==> config.mk <==
export PLATFORM = sky130hd
export DESIGN_NAME = bbd_quad_out_flat
export DESIGN_NICKNAME = d
export VERILOG_FILES = /design/src/bbd_pkg.sv /design/src/bbd_pix_if.sv /design/src/bbd_quad_out.sv /design/src/flat_wrapper.sv
export SDC_FILE = /design/constraint.sdc
export NUM_CORES = 1
export LEC_CHECK = 0
export BUFFER_PORTS_ARGS = -buffer_cell sky130_fd_sc_hd__buf_2
export CORE_MARGIN = 2
export CORE_UTILIZATION = 45
export CTS_CLUSTER_DIAMETER = 100
export DETAILED_ROUTE_END_ITERATION = 6
export GPL_TIMING_DRIVEN = 1
export PLACE_DENSITY_LB_ADDON = 0.12
export SLEW_MARGIN = 30
export SYNTH_ARGS = -nofsm -noshare
export SYNTH_HDL_FRONTEND = slang
export SYNTH_SLANG_ARGS = --single-unit
==> constraint.sdc <==
create_clock -name clk -period 2.3 [get_ports clk]
set_input_delay 0.46 -clock clk [delete_from_list [all_inputs] [get_ports clk]]
set_output_delay 0.46 -clock clk [all_outputs]
set_load 0.02 [all_outputs]
==> src/bbd_pkg.sv <==
// Shared types, constants and averaging helpers for the Bayer demosaic block.
package bbd_pkg;

    localparam int MAX_WIDTH_DEF = 4096;
    localparam int PIX_W         = 8;
    localparam int POS_W         = 12;
    localparam int CFG_W         = 13;
    localparam int LS_W          = 3 * PIX_W;
    localparam int COL_W         = 4 * PIX_W;

    // Configuration register indexes.
    typedef enum logic [0:0] {
        REG_FRAME_WIDTH  = 1'b0,
        REG_FRAME_HEIGHT = 1'b1
    } cfg_reg_t;

    typedef logic [PIX_W-1:0] pix_t;

    // One 2x2 quad of BGR pixels; entry k is pixel (row + k[1], col + k[0]).
    typedef struct packed {
        logic [POS_W-1:0] row;
        logic [POS_W-1:0] col;
        pix_t [3:0]       blue;
        pix_t [3:0]       green;
        pix_t [3:0]       red;
    } quad_t;

    // Truncating mean of two samples.
    function automatic pix_t avg2(input pix_t a, input pix_t b);
        logic [PIX_W:0] sum;
        sum = {1'b0, a} + {1'b0, b};
        return sum[PIX_W:1];
    endfunction

    // Truncating mean of four samples.
    function automatic pix_t avg4(input pix_t a, input pix_t b, input pix_t c, input pix_t d);
        logic [PIX_W+1:0] sum;
        sum = {2'b00, a} + {2'b00, b} + {2'b00, c} + {2'b00, d};
        return sum[PIX_W+1:2];
    endfunction

endpackage

==> src/bbd_pix_if.sv <==
// Request channel carrying demosaiced BGR pixels.
interface bbd_pix_if import bbd_pkg::*; ();
    logic             valid;
    logic             ready;
    logic [POS_W-1:0] pixel_row;
    logic [POS_W-1:0] pixel_col;
    logic [PIX_W-1:0] blue;
    logic [PIX_W-1:0] green;
    logic [PIX_W-1:0] red;
    logic             quad_last;

    modport source (output valid, output pixel_row, output pixel_col, output blue,
                    output green, output red, output quad_last, input ready);
    modport sink (input valid, input pixel_row, input pixel_col, input blue,
                  input green, input red, input quad_last, output ready);
endinterface

==> src/bbd_quad_out.sv <==
// Output buffer that holds one quad and hands out its four pixels in order.
module bbd_quad_out import bbd_pkg::*; (
    input  logic      clk,
    input  logic      rst_n,
    input  quad_t     quad,
    input  logic      load,
    output logic      free,
    bbd_pix_if.source pix
);

    localparam logic [1:0] LAST_IDX = 2'd3;

    logic       busy_reg;
    logic       busy_next;
    logic [1:0] idx_reg;
    logic [1:0] idx_next;
    quad_t      quad_reg;

    // The buffer can take a new quad once its last pixel leaves.
    assign free = !busy_reg || (idx_reg == LAST_IDX && pix.ready);

    // Pixel index and occupancy.
    always_comb
    begin
        busy_next = busy_reg;
        idx_next  = idx_reg;
        if (load)
        begin
            busy_next = 1'b1;
            idx_next  = 2'd0;
        end
        else if (busy_reg && pix.ready)
        begin
            if (idx_reg == LAST_IDX)
            begin
                busy_next = 1'b0;
            end
            idx_next = idx_reg + 2'd1;
        end
    end

    always_ff @(posedge clk or negedge rst_n)
    begin
        if (!rst_n)
        begin
            busy_reg <= 1'b0;
            idx_reg  <= 2'd0;
        end
        else
        begin
            busy_reg <= busy_next;
            idx_reg  <= idx_next;
        end
    end

    // Quad payload.
    always_ff @(posedge clk)
    begin
        if (load)
        begin
            quad_reg <= quad;
        end
    end

    // Select the current pixel; base row and column are even.
    assign pix.valid     = busy_reg;
    assign pix.pixel_row = {quad_reg.row[POS_W-1:1], idx_reg[1]};
    assign pix.pixel_col = {quad_reg.col[POS_W-1:1], idx_reg[0]};
    assign pix.blue      = quad_reg.blue[idx_reg];
    assign pix.green     = quad_reg.green[idx_reg];
    assign pix.red       = quad_reg.red[idx_reg];
    assign pix.quad_last = (idx_reg == LAST_IDX);

endmodule

==> src/flat_wrapper.sv <==
// flat-port wrapper written by rule: the top's interface ports become plain ports
module bbd_quad_out_flat import bbd_pkg::*;
  (clk, rst_n, quad, load, free, pix_valid, pix_pixel_row, pix_pixel_col, pix_blue, pix_green, pix_red, pix_quad_last, pix_ready);
  bbd_pix_if pix_i ();
  input  logic clk;
  input  logic rst_n;
  input  quad_t quad;
  input  logic load;
  output logic free;
  output wire logic [$bits(pix_i.valid)-1:0] pix_valid;
  output wire logic [$bits(pix_i.pixel_row)-1:0] pix_pixel_row;
  output wire logic [$bits(pix_i.pixel_col)-1:0] pix_pixel_col;
  output wire logic [$bits(pix_i.blue)-1:0] pix_blue;
  output wire logic [$bits(pix_i.green)-1:0] pix_green;
  output wire logic [$bits(pix_i.red)-1:0] pix_red;
  output wire logic [$bits(pix_i.quad_last)-1:0] pix_quad_last;
  input wire logic [$bits(pix_i.ready)-1:0] pix_ready;
  assign pix_valid = pix_i.valid;
  assign pix_pixel_row = pix_i.pixel_row;
  assign pix_pixel_col = pix_i.pixel_col;
  assign pix_blue = pix_i.blue;
  assign pix_green = pix_i.green;
  assign pix_red = pix_i.red;
  assign pix_quad_last = pix_i.quad_last;
  assign pix_i.ready = pix_ready;
  bbd_quad_out u_core (.clk(clk), .rst_n(rst_n), .quad(quad), .load(load), .free(free), .pix(pix_i));
endmodule
==> qor.txt <==
Drt first pass iters - 4
Yosys warnings - 0
Hold WC Path Type - in -> reg
Yosys reg bits - 121
Gpl congestion - 0.7132
Placed cells - 467
Final nets - 481
Core area - 9729 µm²
Hold Violations, Final - 0
GRT Overall Usage - 15.88%
Antenna violations before repair - 0
Worst Tran Pin Value - 387.1 ps
Register area - 3620 µm²
Max frequency - 437.1 MHz
H-tree depth - 4
Worst setup margin - 12.24 ps
Combinational fraction of design power - 10.0%
Relative slew margins - 74.19%
Max Cap Viol - 0
Crit path kind - reg -> out
Clock Skews - 0.05396 ps
DR iter-0 viols - 64
Area grow syn2layout - 31.77%
Number of flip-flops in the largest register - 96
GR Overflow Total - 0
CTS sink count - 121
Pwr Density - 918.7 nW/µm²
Vias per cell - 4.703
Die Area - 10760 µm²
Die Span X - 103.7 µm
R2R Setup Slk - 1000 ps
Post-Syn Area - 4474 µm²
Cell Int Power - 4269 µW
Clock power share - 40.9%
Pleak - 0.002356 µW
Pre-CTS setup slack - 421.3 ps
Setup TNS - 0 ps
Reg clk slew, reported paths - 50 ps
CTS tree - yes
Vias in the first global route - 2554
Die height - 103.7 µm
Dpl hpwl - 5554 µm
Starting Density - 45.99%
Average size of a mapped cell - 24.45 µm²
Antenna diodes - 0
Fin crit share - 99.47%
Finished Layout Cells - 499
Total CTS buffers - 17
RSZ-0062 raised after global routing - yes
Synth cell types - 16
IO buf count - 172
Synthesized net count - 308
Sequential-to-total area share from yosys stat - 80.87%
Worst setup EP type - output port
Setup-failing EPs final - 0
Vias - 2347
CP Launch Type - flop
Area of the multi-input gates - 625.6 µm²
Clock buffer depth - 2
WP data arrival - 1830 ps
Wire length per cell - 16.17 µm
Total Wirelength - 8070 µm
Fill cells - 756
# IOs - 175
First-pass GRT wire length - 12500 µm
Skew-Pair Late Insertion Delay - 510 ps
NetSw - 1147 µW
Net Sw Frac - 21.19%
Cell count after synthesis - 183
Post-route ant nets - 0
Layout cells sized above 1 - 61.48%
IR drop worst, VDD - 0.0005828 V
Sequential power share - 49.1%
Crit path time final - 2288 ps
Largest net degree at the start of global routing - 50
Worst EP required - 1840 ps
Drt drc - 0
Status - complete, no violations
Pins Over Slew Limit - 0
Pwr Total - 5416 µW
Worst Path Max Fanout - 13
Row count - 36
Root buffer cell - clkbuf_8
timing repair:
| action | 4_1_cts | 5_1_grt |
|---|---|---|
| resized for setup | 4 | 2 |
| endpoints found under the setup margin | 21 | 24 |
| buffers inserted | 2 | 0 |
| cloned | 0 | 0 |
| hold buffers | 1 | 0 |
| endpoints found under the hold margin | 3 | 0 |
critical path, stage by stage (launching register included):
cell     delay [ps]
dfrtp_2         420
buf_12          170
mux4_1          550
buf_2           170
layout make-up:
class	count	area share (%)
clock inverters	6	0.8913
flip-flops and latches	121	61.40
repair buffers	182	16.87
multi-input cells	34	10.61
clock buffers	23	7.407
well taps	133	2.823
per-stage QoR:
stage               instance area, µm²  hold slack, ps  util (%)
floorplan                         4474           164.4         -
global placement                  5369           258.2     55.18
detailed placement                5369           258.0     55.18
CTS                               5889           79.27     60.53
global route                      5896           82.32     60.60
finish                            5896           112.3     60.60
logic make-up (layout without fill, tap and decap cells):
family                   Yosys count  after routing  share of synthesized area (%)
AND/OR/NAND/NOR                    4              4                         0.4474
flip-flops                       121            121                          80.87
multiplexers                      24             24                          12.50
buffers and inverters             28            211                          5.061
adder cells (fa/ha/maj)            1              1                         0.2796
AO/OA/AOI/OAI                      5              5                         0.8390
layout by cell type (no fill, tap or decap), drive strengths merged:
master / n
buf: 181
edfxtp: 118
mux4: 24
clkbuf: 23
clkinv: 5
dfrtp: 3
nand2: 2
a21bo: 2
a21oi: 2
nand3b: 1
nand3: 1
a21o: 1
ha: 1
bufinv: 1
dlygate4sd3: 1
path summary, 6_finish.rpt:
| kind | startpoint | to | depth (start not counted) |
|---|---|---|---|
| max in group asynchronous | rst_n | u_core.idx_reg[0]$_DFFE_PN0P_ | 2 |
| min in group asynchronous | rst_n | u_core.pix.valid$_DFFE_PN0P_ | 2 |
| max | u_core.idx_reg[0]$_DFFE_PN0P_ | pix_blue[2] | 3 |
| min reg2reg | u_core.pix.valid$_DFFE_PN0P_ | u_core.pix.valid$_DFFE_PN0P_ | 1 |
| min | quad[72] | u_core.quad_reg[72]$_DFFE_PP_ | 1 |
| max reg2reg | u_core.idx_reg[0]$_DFFE_PN0P_ | u_core.idx_reg[1]$_DFFE_PN0P_ | 5 |
per-layer routing:
metal  up-vias  routed length, µm  track usage (%)  share of wire [%]
met5         -                  0                0                  0
met3        13                717            8.244                8.9
li1       1084                  -                -                  -
met2       104               4065            25.07                 50
met4         0                142            8.398                1.8
met1      1146               3145            17.54                 39
cells in the mapped netlist:
cell type,count,area [µm²]
edfxtp_1,118,3543
buf_4,22,165.2
mux4_2,19,427.9
mux4_1,5,131.4
buf_2,3,15.01
dfrtp_1,3,75.07
a21bo_2,2,20.02
a21oi_1,2,10.01
nand2_1,2,7.510
a21o_1,1,7.510
buf_12,1,20.02
buf_6,1,11.26
buf_8,1,15.01
ha_1,1,12.51
nand3_1,1,5.000
nand3b_1,1,7.510
power by group through the flow:
stage | Sequential [µW] | Combinational (µW) | Clock [µW]
6_report | 2660 | 544 | 2220
5_1_grt | 2670 | 581 | 2370
3_5_place_dp | 2700 | 533 | 0
4_1_cts | 2660 | 550 | 2270
2_1_floorplan | 2690 | 319 | 0
3_3_place_gp | 2690 | 529 | 0
No activity file was read; power rests on OpenSTA's default activity.
